File: src/rtl/esds_pkg.sv
`timescale 1ns / 1ps

package esds_pkg;

    localparam int SLOTS_DEF = 8;
    localparam logic [31:0] IDLE_RELOAD_DEF = 32'd200000000;

    localparam int OP_W      = 2;
    localparam int SLOT_W    = 3;
    localparam int CYC_W     = 29;
    localparam int JIT_W     = 32;
    localparam int TIME_W    = 32;
    localparam int S_TDATA_W = 64;
    localparam int M_TDATA_W = 136;
    localparam int M_TUSER_W = 1;

    localparam logic [TIME_W-1:0] ALL_ONES = '1;

    typedef enum logic [OP_W-1:0] {
        OP_REQUEST = 2'd0,
        OP_TICK    = 2'd1,
        OP_QUERY   = 2'd2,
        OP_REARM   = 2'd3
    } op_t;

    typedef enum logic [3:0] {
        ST_IDLE,
        ST_DECODE,
        ST_WRITE,
        ST_READ,
        ST_LATCH,
        ST_SCAN,
        ST_SCAN_LAST,
        ST_FIN,
        ST_EMIT_RD,
        ST_EMIT_OUT,
        ST_RESP
    } state_t;

    typedef struct packed {
        logic [TIME_W-1:0] start_time;
        logic [TIME_W-1:0] end_time;
    } slot_ent_t;

endpackage

File: src/rtl/esds_slot_ram.sv
`timescale 1ns / 1ps

module esds_slot_ram #(
    parameter int SLOTS  = esds_pkg::SLOTS_DEF,
    parameter int ADDR_W = (SLOTS > 1) ? $clog2(SLOTS) : 1
) (
    input  logic               clk,
    input  logic               rst_n,
    input  logic               wr_en,
    input  logic [ADDR_W-1:0]  wr_addr,
    input  esds_pkg::slot_ent_t wr_data,
    input  logic               rd_en,
    input  logic [ADDR_W-1:0]  rd_addr,
    output esds_pkg::slot_ent_t rd_data
);
    import esds_pkg::*;

    slot_ent_t             mem_reg [SLOTS];
    slot_ent_t             rd_data_reg;
    logic [SLOTS-1:0]      vld_reg;
    logic                  rd_vld_reg;

    always_ff @(posedge clk)
    begin
        if (wr_en)
        begin
            mem_reg[wr_addr] <= wr_data;
        end
        if (rd_en)
        begin
            rd_data_reg <= mem_reg[rd_addr];
        end
    end

    // entries never written read back as disarmed
    always_ff @(posedge clk or negedge rst_n)
    begin
        if (!rst_n)
        begin
            vld_reg    <= '0;
            rd_vld_reg <= 1'b0;
        end
        else
        begin
            if (wr_en)
            begin
                vld_reg[wr_addr] <= 1'b1;
            end
            if (rd_en)
            begin
                rd_vld_reg <= vld_reg[rd_addr];
            end
        end
    end

    assign rd_data = rd_vld_reg ? rd_data_reg : slot_ent_t'({ALL_ONES, ALL_ONES});

endmodule

File: src/rtl/event_slot_deadline_scheduler_core.sv
`timescale 1ns / 1ps
// channel   dir   tdata (low bit up)                              tuser        tlast
// s_*       in    slot, cycles, jitter_in                         operation    -
// m_*       out   fired_slot, remain, jitter, remaining,          fired        last
//                 now_time, zero pad
//
// query reads its slot and answers; request and rearm that arm or disarm a slot
// write it, then rescan every slot for the nearest deadline before they answer
// tick returns to idle unless the countdown runs out; then it rescans every slot
// and walks the slot ram, reading back and reporting each fired slot in turn
// one request in flight; s_tready is high only while idle
// a full output register holds the sequencer, and with it the input side
// reset clears per-entry valid bits, so no clearing pass is needed

module event_slot_deadline_scheduler_core #(
    parameter int          SLOTS       = esds_pkg::SLOTS_DEF,
    parameter logic [31:0] IDLE_RELOAD = esds_pkg::IDLE_RELOAD_DEF
) (
    input  logic                          clk,
    input  logic                          rst_n,
    input  logic                          s_tvalid,
    output logic                          s_tready,
    input  logic [esds_pkg::S_TDATA_W-1:0] s_tdata,  // slot, cycles, jitter_in
    input  logic [esds_pkg::OP_W-1:0]      s_tuser,  // operation
    output logic                          m_tvalid,
    input  logic                          m_tready,
    output logic [esds_pkg::M_TDATA_W-1:0] m_tdata,  // fired_slot, remain, jitter, remaining, now_time
    output logic [esds_pkg::M_TUSER_W-1:0] m_tuser,  // fired
    output logic                          m_tlast
);
    import esds_pkg::*;

    localparam int ADDR_W = (SLOTS > 1) ? $clog2(SLOTS) : 1;
    localparam logic [ADDR_W-1:0] LAST_IDX = ADDR_W'(SLOTS - 1);

    state_t state_reg, state_next;

    op_t                      op_reg, op_next;
    logic [SLOT_W-1:0]        slot_reg, slot_next;
    logic [CYC_W-1:0]         cyc_reg, cyc_next;
    logic [JIT_W-1:0]         jin_reg, jin_next;
    logic [TIME_W-1:0]        t_reg, t_next;
    logic [TIME_W-1:0]        fz_reg, fz_next;
    logic [TIME_W-1:0]        c_reg, c_next;
    logic [TIME_W-1:0]        end_reg, end_next;
    logic [TIME_W-2:0]        dly_reg, dly_next;
    logic                     neg_reg, neg_next;
    logic [TIME_W-1:0]        best_reg, best_next;
    logic                     found_reg, found_next;
    logic [TIME_W-1:0]        base_reg, base_next;
    logic [TIME_W-1:0]        cd_reg, cd_next;
    logic                     ev_reg, ev_next;
    logic                     fire_en_reg, fire_en_next;
    logic [SLOTS-1:0]         mask_reg, mask_next;
    logic [ADDR_W-1:0]        cnt_reg, cnt_next;
    logic                     pipe_reg, pipe_next;
    logic [ADDR_W-1:0]        pipe_idx_reg, pipe_idx_next;

    logic                     out_vld_reg, out_vld_next;
    logic                     out_fired_reg, out_fired_next;
    logic [SLOT_W-1:0]        out_slot_reg, out_slot_next;
    logic [TIME_W-1:0]        out_rem_reg, out_rem_next;
    logic [TIME_W-1:0]        out_jit_reg, out_jit_next;
    logic [TIME_W-1:0]        out_left_reg, out_left_next;
    logic [TIME_W-1:0]        out_now_reg, out_now_next;
    logic                     out_last_reg, out_last_next;

    logic                     wr_en;
    logic [ADDR_W-1:0]        wr_addr;
    slot_ent_t                wr_data;
    logic                     rd_en;
    logic [ADDR_W-1:0]        rd_addr;
    slot_ent_t                rd_data;

    logic [TIME_W-1:0]        c_in;
    logic [TIME_W-1:0]        cd_sub;
    logic                     slot_ok;
    logic [ADDR_W-1:0]        slot_idx;
    logic [33:0]              rearm_diff;
    logic [TIME_W-2:0]        rearm_dly;
    logic                     rearm_go;
    logic [TIME_W-1:0]        end_sum;
    logic [TIME_W-1:0]        end_calc;
    logic                     ent_armed;
    logic                     fire_hit;
    logic [TIME_W-1:0]        ent_left;
    logic [TIME_W-1:0]        cd_new;
    logic                     last_hit;
    logic                     out_free;
    logic                     out_load;

    esds_slot_ram #(
        .SLOTS  (SLOTS),
        .ADDR_W (ADDR_W)
    ) u_ram (
        .clk     (clk),
        .rst_n   (rst_n),
        .wr_en   (wr_en),
        .wr_addr (wr_addr),
        .wr_data (wr_data),
        .rd_en   (rd_en),
        .rd_addr (rd_addr),
        .rd_data (rd_data)
    );

    assign c_in     = cyc_reg[CYC_W-1] ? '0 : {{(TIME_W-CYC_W){1'b0}}, cyc_reg};
    assign cd_sub   = cd_reg - c_in;
    assign slot_ok  = {{(32-SLOT_W){1'b0}}, slot_reg} < 32'(SLOTS);
    assign slot_idx = ADDR_W'(slot_reg);

    // rearm delay is cycles minus jitter, clamped to 0 .. 2^31-1
    assign rearm_diff = {{(34-CYC_W){cyc_reg[CYC_W-1]}}, cyc_reg}
                      - {{(34-JIT_W){jin_reg[JIT_W-1]}}, jin_reg};
    assign rearm_go   = !cyc_reg[CYC_W-1] && (cyc_reg != '0);
    always_comb
    begin
        if (rearm_diff[33])
        begin
            rearm_dly = '0;
        end
        else if (rearm_diff[32:31] != 2'b00)
        begin
            rearm_dly = '1;
        end
        else
        begin
            rearm_dly = rearm_diff[30:0];
        end
    end

    assign end_sum  = t_reg + {1'b0, dly_reg};
    assign end_calc = neg_reg ? ALL_ONES : ((end_sum == ALL_ONES) ? '0 : end_sum);

    assign ent_armed = rd_data.end_time != ALL_ONES;
    assign fire_hit  = fire_en_reg && ent_armed && ((rd_data.end_time - fz_reg) <= c_reg);
    assign ent_left  = ent_armed ? (rd_data.end_time - t_reg) : ALL_ONES;

    assign cd_new   = found_reg ? best_reg : IDLE_RELOAD;
    assign last_hit = (mask_reg & ~(SLOTS'(1) << cnt_reg)) == '0;
    assign out_free = !out_vld_reg || m_tready;

    assign s_tready = state_reg == ST_IDLE;

    always_comb
    begin
        state_next    = state_reg;
        op_next       = op_reg;
        slot_next     = slot_reg;
        cyc_next      = cyc_reg;
        jin_next      = jin_reg;
        t_next        = t_reg;
        fz_next       = fz_reg;
        c_next        = c_reg;
        end_next      = end_reg;
        dly_next      = dly_reg;
        neg_next      = neg_reg;
        best_next     = best_reg;
        found_next    = found_reg;
        base_next     = base_reg;
        cd_next       = cd_reg;
        ev_next       = ev_reg;
        fire_en_next  = fire_en_reg;
        mask_next     = mask_reg;
        cnt_next      = cnt_reg;
        pipe_next     = 1'b0;
        pipe_idx_next = pipe_idx_reg;

        out_load       = 1'b0;
        out_fired_next = out_fired_reg;
        out_slot_next  = out_slot_reg;
        out_rem_next   = out_rem_reg;
        out_jit_next   = out_jit_reg;
        out_left_next  = out_left_reg;
        out_now_next   = out_now_reg;
        out_last_next  = out_last_reg;

        wr_en   = 1'b0;
        wr_addr = slot_idx;
        wr_data = slot_ent_t'({t_reg, end_calc});
        rd_en   = 1'b0;
        rd_addr = cnt_reg;

        // scan result: firing slots are marked, the rest compete for nearest deadline
        if (pipe_reg)
        begin
            if (fire_hit)
            begin
                mask_next[pipe_idx_reg] = 1'b1;
            end
            else if (ent_left < best_reg)
            begin
                best_next  = ent_left;
                found_next = 1'b1;
            end
        end

        unique case (state_reg)
            ST_IDLE:
            begin
                if (s_tvalid)
                begin
                    op_next    = op_t'(s_tuser);
                    slot_next  = s_tdata[SLOT_W-1:0];
                    cyc_next   = s_tdata[SLOT_W+CYC_W-1:SLOT_W];
                    jin_next   = s_tdata[SLOT_W+CYC_W+JIT_W-1:SLOT_W+CYC_W];
                    t_next     = base_reg - cd_reg;
                    state_next = ST_DECODE;
                end
            end
            ST_DECODE:
            begin
                cnt_next   = '0;
                best_next  = ALL_ONES;
                found_next = 1'b0;
                mask_next  = '0;
                unique case (op_reg)
                    OP_TICK:
                    begin
                        cd_next = cd_sub;
                        c_next  = c_in;
                        fz_next = t_reg;
                        t_next  = t_reg + c_in;
                        if (cd_sub[TIME_W-1])
                        begin
                            fire_en_next = ev_reg;
                            state_next   = ST_SCAN;
                        end
                        else
                        begin
                            state_next = ST_IDLE;
                        end
                    end
                    OP_REQUEST:
                    begin
                        neg_next   = cyc_reg[CYC_W-1];
                        dly_next   = {{(TIME_W-1-CYC_W){1'b0}}, cyc_reg};
                        state_next = slot_ok ? ST_WRITE : ST_READ;
                    end
                    OP_REARM:
                    begin
                        neg_next   = 1'b0;
                        dly_next   = rearm_dly;
                        state_next = (slot_ok && rearm_go) ? ST_WRITE : ST_READ;
                    end
                    OP_QUERY:
                    begin
                        state_next = ST_READ;
                    end
                    default:
                    begin
                        state_next = ST_IDLE;
                    end
                endcase
            end
            ST_WRITE:
            begin
                wr_en        = 1'b1;
                end_next     = end_calc;
                fire_en_next = 1'b0;
                state_next   = ST_SCAN;
            end
            ST_SCAN:
            begin
                rd_en         = 1'b1;
                rd_addr       = cnt_reg;
                pipe_next     = 1'b1;
                pipe_idx_next = cnt_reg;
                if (cnt_reg == LAST_IDX)
                begin
                    state_next = ST_SCAN_LAST;
                end
                else
                begin
                    cnt_next = cnt_reg + 1'b1;
                end
            end
            ST_SCAN_LAST:
            begin
                state_next = ST_FIN;
            end
            ST_FIN:
            begin
                cd_next   = cd_new;
                base_next = t_reg + cd_new;
                ev_next   = found_reg;
                cnt_next  = '0;
                if (op_reg == OP_TICK)
                begin
                    state_next = (mask_reg != '0) ? ST_EMIT_RD : ST_IDLE;
                end
                else
                begin
                    state_next = ST_RESP;
                end
            end
            ST_READ:
            begin
                rd_en      = slot_ok;
                rd_addr    = slot_idx;
                state_next = ST_LATCH;
            end
            ST_LATCH:
            begin
                end_next   = slot_ok ? rd_data.end_time : ALL_ONES;
                state_next = ST_RESP;
            end
            ST_RESP:
            begin
                if (out_free)
                begin
                    out_load       = 1'b1;
                    out_fired_next = 1'b0;
                    out_slot_next  = slot_reg;
                    out_rem_next   = '0;
                    out_jit_next   = '0;
                    out_left_next  = (end_reg == ALL_ONES) ? ALL_ONES : (end_reg - t_reg);
                    out_now_next   = t_reg;
                    out_last_next  = 1'b1;
                    state_next     = ST_IDLE;
                end
            end
            ST_EMIT_RD:
            begin
                if (mask_reg[cnt_reg])
                begin
                    rd_en      = 1'b1;
                    rd_addr    = cnt_reg;
                    state_next = ST_EMIT_OUT;
                end
                else if (cnt_reg == LAST_IDX)
                begin
                    state_next = ST_IDLE;
                end
                else
                begin
                    cnt_next = cnt_reg + 1'b1;
                end
            end
            ST_EMIT_OUT:
            begin
                if (out_free)
                begin
                    out_load       = 1'b1;
                    out_fired_next = 1'b1;
                    out_slot_next  = SLOT_W'(cnt_reg);
                    out_rem_next   = rd_data.end_time - rd_data.start_time;
                    out_jit_next   = t_reg - rd_data.end_time;
                    out_left_next  = ALL_ONES;
                    out_now_next   = t_reg;
                    out_last_next  = last_hit;
                    wr_en          = 1'b1;
                    wr_addr        = cnt_reg;
                    wr_data        = slot_ent_t'({t_reg, ALL_ONES});
                    mask_next[cnt_reg] = 1'b0;
                    if (last_hit || (cnt_reg == LAST_IDX))
                    begin
                        state_next = ST_IDLE;
                    end
                    else
                    begin
                        cnt_next   = cnt_reg + 1'b1;
                        state_next = ST_EMIT_RD;
                    end
                end
            end
            default:
            begin
                state_next = ST_IDLE;
            end
        endcase

        if (out_load)
        begin
            out_vld_next = 1'b1;
        end
        else if (m_tready)
        begin
            out_vld_next = 1'b0;
        end
        else
        begin
            out_vld_next = out_vld_reg;
        end
    end

    always_ff @(posedge clk or negedge rst_n)
    begin
        if (!rst_n)
        begin
            state_reg   <= ST_IDLE;
            base_reg    <= '0;
            cd_reg      <= '0;
            ev_reg      <= 1'b0;
            fire_en_reg <= 1'b0;
            mask_reg    <= '0;
            cnt_reg     <= '0;
            pipe_reg    <= 1'b0;
            found_reg   <= 1'b0;
            out_vld_reg <= 1'b0;
        end
        else
        begin
            state_reg   <= state_next;
            base_reg    <= base_next;
            cd_reg      <= cd_next;
            ev_reg      <= ev_next;
            fire_en_reg <= fire_en_next;
            mask_reg    <= mask_next;
            cnt_reg     <= cnt_next;
            pipe_reg    <= pipe_next;
            found_reg   <= found_next;
            out_vld_reg <= out_vld_next;
        end
    end

    always_ff @(posedge clk)
    begin
        op_reg        <= op_next;
        slot_reg      <= slot_next;
        cyc_reg       <= cyc_next;
        jin_reg       <= jin_next;
        t_reg         <= t_next;
        fz_reg        <= fz_next;
        c_reg         <= c_next;
        end_reg       <= end_next;
        dly_reg       <= dly_next;
        neg_reg       <= neg_next;
        best_reg      <= best_next;
        pipe_idx_reg  <= pipe_idx_next;
        out_fired_reg <= out_fired_next;
        out_slot_reg  <= out_slot_next;
        out_rem_reg   <= out_rem_next;
        out_jit_reg   <= out_jit_next;
        out_left_reg  <= out_left_next;
        out_now_reg   <= out_now_next;
        out_last_reg  <= out_last_next;
    end

    assign m_tvalid = out_vld_reg;
    assign m_tdata  = {5'b0, out_now_reg, out_left_reg, out_jit_reg, out_rem_reg, out_slot_reg};
    assign m_tuser  = out_fired_reg;
    assign m_tlast  = out_last_reg;

endmodule

File: config.mk
export PLATFORM = sky130hd
export DESIGN_NAME = event_slot_deadline_scheduler_core
export DESIGN_NICKNAME = d
export VERILOG_FILES = /design/src/rtl/esds_pkg.sv /design/src/rtl/esds_slot_ram.sv /design/src/rtl/event_slot_deadline_scheduler_core.sv
export SDC_FILE = /design/constraint.sdc
export NUM_CORES = 2
export LEC_CHECK = 0
export BUFFER_PORTS_ARGS = -buffer_cell sky130_fd_sc_hd__buf_4
export CORE_ASPECT_RATIO = 0.5
export CORE_MARGIN = 4
export CORE_UTILIZATION = 48
export DETAILED_ROUTE_END_ITERATION = 16
export SLEW_MARGIN = 20
export SYNTH_ARGS = -nofsm -noshare
export SYNTH_HDL_FRONTEND = slang
export SYNTH_SLANG_ARGS = --single-unit
export TNS_END_PERCENT = 20
File: constraint.sdc
create_clock -name clk -period 16.44 [get_ports clk]
set_clock_uncertainty 0.05 [all_clocks]
set_input_delay 1.644 -clock clk [delete_from_list [all_inputs] [get_ports clk]]
set_output_delay 1.644 -clock clk [all_outputs]
set_load 0.01 [all_outputs]
# Word-level counts from Yosys, hierarchy flattened
# Memories as Yosys holds them, arrays and structs flattened. A register that Yosys moved wholly into a read port is not among the register bits.
# Cells that the tools add are included.
# Widths: inputs -> output; s select.
[word_totals]
latchBits = 0
mem_bits_rw = 512
in_bits = 70
memories = 1
out_inout_bits = 140
register_bits = 487
mem_bits_ro = 0
wordCells = 216
[classes]
add_sub_neg = 12
n_reduce_logical = 41
n_shift = 1
n_bitwise = 7
div = 0
multipliers = 0
eq_ne = 27
n_mux = 87
magnitude_cmp = 9
[mem_list]
columns = ["memory", "words", "width", "read_ports", "rd_clocked_by_memory_dff", "write_ports", "line", "text"]
rows = [
  ["u_ram.mem_reg", 8, 64, 1, 1, 1, "esds_slot_ram.sv:18", "slot_ent_t mem_reg [SLOTS];"],
]
[op_table]
columns = ["cell", "count"]
rows = [
  ["$mux 32", 15],
  ["$pmux 32 s2", 6],
  ["$sub 32x32->32", 6],
  ["$eq 32x32->1 const B", 2],
  ["$mux 64", 1],
  ["$mux 31", 2],
  ["$pmux 31 s2", 1],
  ["$pmux 4 s11", 1],
  ["$mux 4", 9],
  ["$sub 29x32->33", 1],
  ["$add 32x28->32", 1],
  ["$add 32x31->32", 1],
  ["$add 32x32->32", 1],
  ["$le 32x32->1", 1],
  ["$lt 32x32->1", 1],
  ["$ne 32x32->1 const B", 1],
  ["$sub 32x28->32", 1],
  ["$mux 3", 10],
  ["$reduce_bool 29->1", 1],
  ["$mux 28", 1],
  ["$mux 8", 3],
  ["$mux 1", 23],
  ["$reduce_bool 2->1", 10],
  ["$and 8x8->8", 2],
  ["37 further kinds", 83],
]

# Depth between registers and ports, before layout
[depth]
ltp_word = 10
depth_mapped = 27
depth_no_buf = 24

# Cells and area by module
# A second synthesis with hierarchy kept.
[unflattened]
cells_unflattened = 5065
hier_area_um2 = 59402.0
[modules_own_cells]
columns = ["module", "cells_each", "area_per_inst_um2", "seq_area_each_um2", "n_inst"]
rows = [
  ["event_slot_deadline_scheduler_core", 4153, 37445.9, 13492.9, 1],
  ["esds_slot_ram", 912, 21956.1, 17521.8, 1],
]

# Worst setup path before layout
# Ideal clock, no wire load.
[synth_path]
path_kind = "input port to flip-flop"
start = "input m_tready"
end = "register u_ram.vld_reg[3]"
setup_slack_ns = 9.197
setup_time_ns = 0.092
n_path_buf = 0
path_stages = 6
required_ns = 16.298
arrival_ns = 7.101
path_cell_list = "nand2b_1 > nand2_1 > nand2_1 > o21ai_0 > nor3_1 > or2_2"
[synth_between]
elab_chain_len = 8
elab_cells_between_ends = 11
cone_classes = "order compare (2); mux (6); bitwise (1); reduce/logical (2)"
[synth_rtl]
columns = ["item", "line", "text"]
rows = [
  ["start, declared", "event_slot_deadline_scheduler_core.sv:26", "input logic m_tready,"],
  ["$logic_or 1x1->1 (*)", "event_slot_deadline_scheduler_core.sv:140", "assign out_free = !out_vld_reg || m_tready;"],
  ["$mux 3", "event_slot_deadline_scheduler_core.sv:341", "if (out_free)"],
  ["$mux 3", "event_slot_deadline_scheduler_core.sv:197", "unique case (state_reg)"],
  ["$lt 3x4->1 (not written as such) / $ge 3x1->1 (equally long branches)", "esds_slot_ram.sv:47", "vld_reg[wr_addr] <= 1'b1;"],
  ["$logic_and 1x1->1 (not written as such)", "esds_slot_ram.sv:47", ""],
  ["$mux 1 (not written as such)", "esds_slot_ram.sv:47", ""],
  ["$demux 1 s3", "-", ""],
  ["$or 8x8->8 (no source line)", "-", ""],
  ["end signal, assigned", "esds_slot_ram.sv:40", "vld_reg <= '0;"],
  ["end signal, assigned by index", "esds_slot_ram.sv:47", ""],
  ["end, declared", "esds_slot_ram.sv:20", "logic [SLOTS-1:0] vld_reg;"],
]
# Mark *: on every way between the ends. The rest lies on a longest branch, timed or not.
# A chain may end at the register's enable or synchronous reset.

# Worst setup path after layout
[layout_path]
start = "register u_ram.rd_vld_reg"
end = "register mask_reg[0]"
[layout_between]
elab_chain_len = 9
elab_cells_between_ends = 11
cone_classes = "add/sub (1); order compare (1); eq/ne (1); mux (5); bitwise (1); reduce/logical (2)"
[layout_rtl]
columns = ["item", "line", "text"]
rows = [
  ["start, declared", "esds_slot_ram.sv:21", "logic rd_vld_reg;"],
  ["start signal, assigned", "esds_slot_ram.sv:51", "rd_vld_reg <= vld_reg[rd_addr];"],
  ["$mux 64 (*)", "esds_slot_ram.sv:56", "assign rd_data = rd_vld_reg ? rd_data_reg : slot_ent_t'({ALL_ONES, ALL_ONES});"],
  ["$sub 32x32->32 / $ne 32x32->1 (equally long branches)", "event_slot_deadline_scheduler_core.sv:135, event_slot_deadline_scheduler_core.sv:134", ""],
  ["$le 32x32->1 / $logic_and 1x1->1 (equally long branches)", "event_slot_deadline_scheduler_core.sv:135", "assign fire_hit = fire_en_reg && ent_armed && ((rd_data.end_time - fz_reg) <= c_reg);"],
  ["$logic_and 1x1->1 (*)", "event_slot_deadline_scheduler_core.sv:135", ""],
  ["$mux 8 (*)", "event_slot_deadline_scheduler_core.sv:186", "if (fire_hit)"],
  ["$mux 8 (*)", "event_slot_deadline_scheduler_core.sv:184", "if (pipe_reg)"],
  ["$and 8x8->8 (no source line)", "-", ""],
  ["$mux 8", "event_slot_deadline_scheduler_core.sv:341", ""],
  ["$pmux 8 s2 (*)", "event_slot_deadline_scheduler_core.sv:197", ""],
  ["net mask_next[0]", "event_slot_deadline_scheduler_core.sv:54", "logic [SLOTS-1:0] mask_reg, mask_next;"],
  ["end signal, assigned", "event_slot_deadline_scheduler_core.sv:408", "mask_reg <= mask_next;"],
  ["end, declared", "event_slot_deadline_scheduler_core.sv:54", ""],
]
# Mark *: on every way through the listed nets, which the timed path passes. The rest lies on a longest branch.

==> results <==
- The run finished with clean final reports.
- Of the total power, the share spent switching nets is 0.465.
- The number of warning messages in the yosys log is 0.
- Summed over all cells, the static leakage comes to around 26 nW.
- Summed over all nets, the switching power comes to between 7 and 8 mW.
- The final antenna-violating net count is 0.
- The number of instances in the placed design is 7005.
- CTS saw 1059 sinks.
- The cell area after technology mapping is ~60000 sq um.
- The total power after layout is 15.6 mW.
- The count of endpoints failing hold in the final timing report is 0.
- The worst setup path is captured at a register.
- Of the total power, combinational logic draws 0.579.
- Setup repair after global routing left no endpoint under its margin.
- The number of fillers in the final layout is 10600.
- The insertion delay of the later-clocked pin in the worst-skew pair is about 0.75 ns.
- The number of standard cells in the layout, taps in and fillers out is approximately 7200.
- In the post-synthesis netlist, the biggest area contributors are sky130_fd_sc_hd__edfxtp_1 (47%), sky130_fd_sc_hd__ha_1 (8.5%), sky130_fd_sc_hd__mux4_2 (5.0%).
- Adding up every negative setup slack in the final design gives 0 ns.
- The count of endpoints failing setup in the final report is 0.
- The transition at the pin with the smallest max-transition slack is 1.24 ns.
- The number of flip-flops in the largest register is 512.
- The count of buffers added on input and output ports is 204.
- Relative to the synthesized area, the layout overhead comes to 12.1%.
- For the worst setup path, the data arrival time is 8.56 ns.
- The count of mapped cells out of synthesis is 5217.
- In this run, distinct cell masters in the synthesized netlist total 101.
- The die covers between 100000 and 150000 sq um.
- Static timing analysis puts the maximum clock frequency at approximately 0.13 GHz.
- Power spread over the standard cell area amounts to between 200 and 250 nW/um^2.
- The initial antenna violation count came to 20.
- The count of H-tree levels built during CTS is 3.
- The first detailed-routing pass took 6 iterations.
- Counting flops with a built-in enable in the synthesized netlist gives 934.
- On the critical path the largest part of the delay comes from simple AND/OR/NAND/NOR gates.
- The average instance area after synthesis is 11.5 sq um.
- Once the clock tree was built, the resizer swapped 0 gates to a different size.
- The standard cell core area is 123000 sq um.
- The register clock-pin slew on the reported worst setup and hold paths is 0.07 ns.
- For this run, global-route usage on met1 was measured as 0.498.
- The final RePlAce weighted congestion is 1.00.
- The final layout contains routed wiring with a total length of 209000 microns.
- The met2 track demand over resource is 0.432.
- Of the total power, registers draw 0.265.
- The number of global-route vias before repair was 41500.
- The highest-utilization routing layer at the global route stage is met1.
- The number of vias per cell after detailed routing is 6.20.
- Of the post-synthesis cell area, the dominant cell type holds 0.469.
- Leaving out fill and tap cells, the most frequent cell in the layout is sky130_fd_sc_hd__edfxtp_1.
- In this run the post-CTS setup repair buffer count came out at 0.
- The number of max-cap violations is 0.
- The shortest clock period the worst path allows after layout is 7.96 ns.
- The share of layout cells above drive strength 1 is 0.135.
- For this configuration, the core starts out at a cell density of 0.485.
- Of the synthesized area, sequential elements account for 0.519.
- The overall die height is 258 microns.
- TritonCTS built the clock tree.
- The max-slew violation count is 0.
- The tree is rooted in a sky130_fd_sc_hd__clkbuf_16.
- The largest individual stage delay along the critical path comes from the cell sky130_fd_sc_hd__or3_2.
- The total clock buffers created by CTS is 97.
- For this design the top-level I/O count stands at 210.
- In the layout the commonest cells are sky130_fd_sc_hd__edfxtp_1 (934), sky130_fd_sc_hd__nor2_1 (404), sky130_fd_sc_hd__ha_1 (404).
- The launching element type of the critical path is a register.
- The total overflow left after global routing is 0.
- The post-detailed-route DRC marker count is 0.
- In this run the worst hold path is classified as reg2reg.
- On the final layout, the worst hold slack is 0.412 ns.
- For this run, the slowest stage of the critical path takes 0.77 ns.
- The flip-flop and latch count after synthesis is 1059.
- The DRC violation total after the first TritonRoute iteration is 5721.
- Entering global routing, the biggest net connects between 100 and 150 pins.
- The largest voltage drop on the vdd net is 0.129 mV.
- The initialized floorplan defines around 90 standard-cell rows.
- Measured against its own limit, the worst slew margin works out to 0.166.
- The number of buffers inserted for hold repair after clock tree synthesis is 0.
- The critical path contains buffers and inverters numbering 2 combined.
- Internal power comes to between 8 and 9 mW.
- After detailed routing, the average wire length per cell comes to 29.0 microns.
- The detailed router placed ~45000 vias in this run.
- After synthesis, the share of flip-flops with an asynchronous set or reset is 0.0878.
- In the final design database the tool counted 5916 nets.
- The classification of the worst setup path is reg2reg.
- The die extent in x is 507 microns.
- The clock network fraction of design power is 0.156.
- The final critical-path share of the clock period is 0.484.
- For the worst setup path, the data required time is 17.04 ns.
- The HPWL after detailed placement is 156000 microns.
- Among all flip-flop cells after synthesis, the most frequent one is sky130_fd_sc_hd__edfxtp_1.
- The synthesized design spends more area on one cell type than any other, namely sky130_fd_sc_hd__edfxtp_1.
- Along the worst path, the maximum fanout reaches 50.
- The total routing resource utilization after global routing is 0.312.
- The maximum clock path buffer count is 3.
- The first-pass GRT wire length is 296000 microns.
- In the global route stage, met3 resource usage came out at 0.0602.
-- power groups by stage --
stage	clock network [mW]	logic (mW)	registers, mW
after detailed placement	0	8.76	4.17
final	2.43	9.01	4.13
after global placement	0	8.69	4.17
after global routing	2.58	9.65	4.16
after floorplan	0	5.59	4.10
after CTS	2.47	8.83	4.12
-- worst paths after layout --
kind                                     to  cells past startpoint             start  slack [ns]
max                             mask_reg[0]                     25  u_ram.rd_vld_reg        8.48
min in group asynchronous        cd_reg[29]                      1             rst_n        0.95
min                        u_ram.vld_reg[0]                      1  u_ram.vld_reg[0]        0.41
max in group asynchronous         cd_reg[3]                      2             rst_n       14.15
min reg2reg                u_ram.vld_reg[0]                      1  u_ram.vld_reg[0]        0.41
max reg2reg                     mask_reg[0]                     25  u_ram.rd_vld_reg        8.48
-- routing by layer --
metal	wire length (microns)	vias up
li1	-	19900
met1	97200	22400
met2	85300	2038
met3	20700	253
met4	5430	4
met5	26	-
-- logic make-up after synthesis --
logic type / count (synthesis) / synth area share
AO/OA/AOI/OAI: 1288 / 0.139
XOR/XNOR: 260 / 0.0381
adder cells (fa/ha/maj): 415 / 0.0882
buffers and inverters: 548 / 0.0354
flip-flops: 1059 / 0.519
multiplexers: 217 / 0.0654
other: 1 / 0.0000627
AND/OR/NAND/NOR: 1429 / 0.116
-- Yosys cell counts (93+ instances only) --
library cell and number:
sky130_fd_sc_hd__xor2_1 93, sky130_fd_sc_hd__a21o_1 133, sky130_fd_sc_hd__edfxtp_1 934, sky130_fd_sc_hd__inv_1 351
sky130_fd_sc_hd__nand2_1 344, sky130_fd_sc_hd__clkbuf_1 141, sky130_fd_sc_hd__nand2b_1 98, sky130_fd_sc_hd__ha_1 404
sky130_fd_sc_hd__nor3_1 124, sky130_fd_sc_hd__mux4_2 132, sky130_fd_sc_hd__xnor2_1 167, sky130_fd_sc_hd__nor2_1 413
sky130_fd_sc_hd__dfrtp_1 93, sky130_fd_sc_hd__o21ai_0 285, sky130_fd_sc_hd__a21oi_1 352
-- area by class of cell --
cell class,instances,area [sq um],share of cell area
repair buffers,306,2330,0.0348
multi-input cells,3614,26900,0.401
diodes,5,12.5,0.000187
flip-flops and latches,1059,31000,0.463
clock buffers,121,2540,0.0379
well taps,1674,2090,0.0312
clock inverters,60,821,0.0122
inverters,353,1330,0.0198
-- metrics by stage --
stage | utilization | instance area, sq um | setup WS [ns]
2_1_floorplan | - | 59800 | 9.20
3_3_place_gp | 0.516 | 63600 | 8.78
3_5_place_dp | 0.516 | 63600 | 8.66
4_1_cts | 0.543 | 67000 | 8.59
5_1_grt | 0.543 | 67000 | 8.03
6_report | 0.543 | 67000 | 8.48
Note: power is estimated with default switching activity, not from simulation.
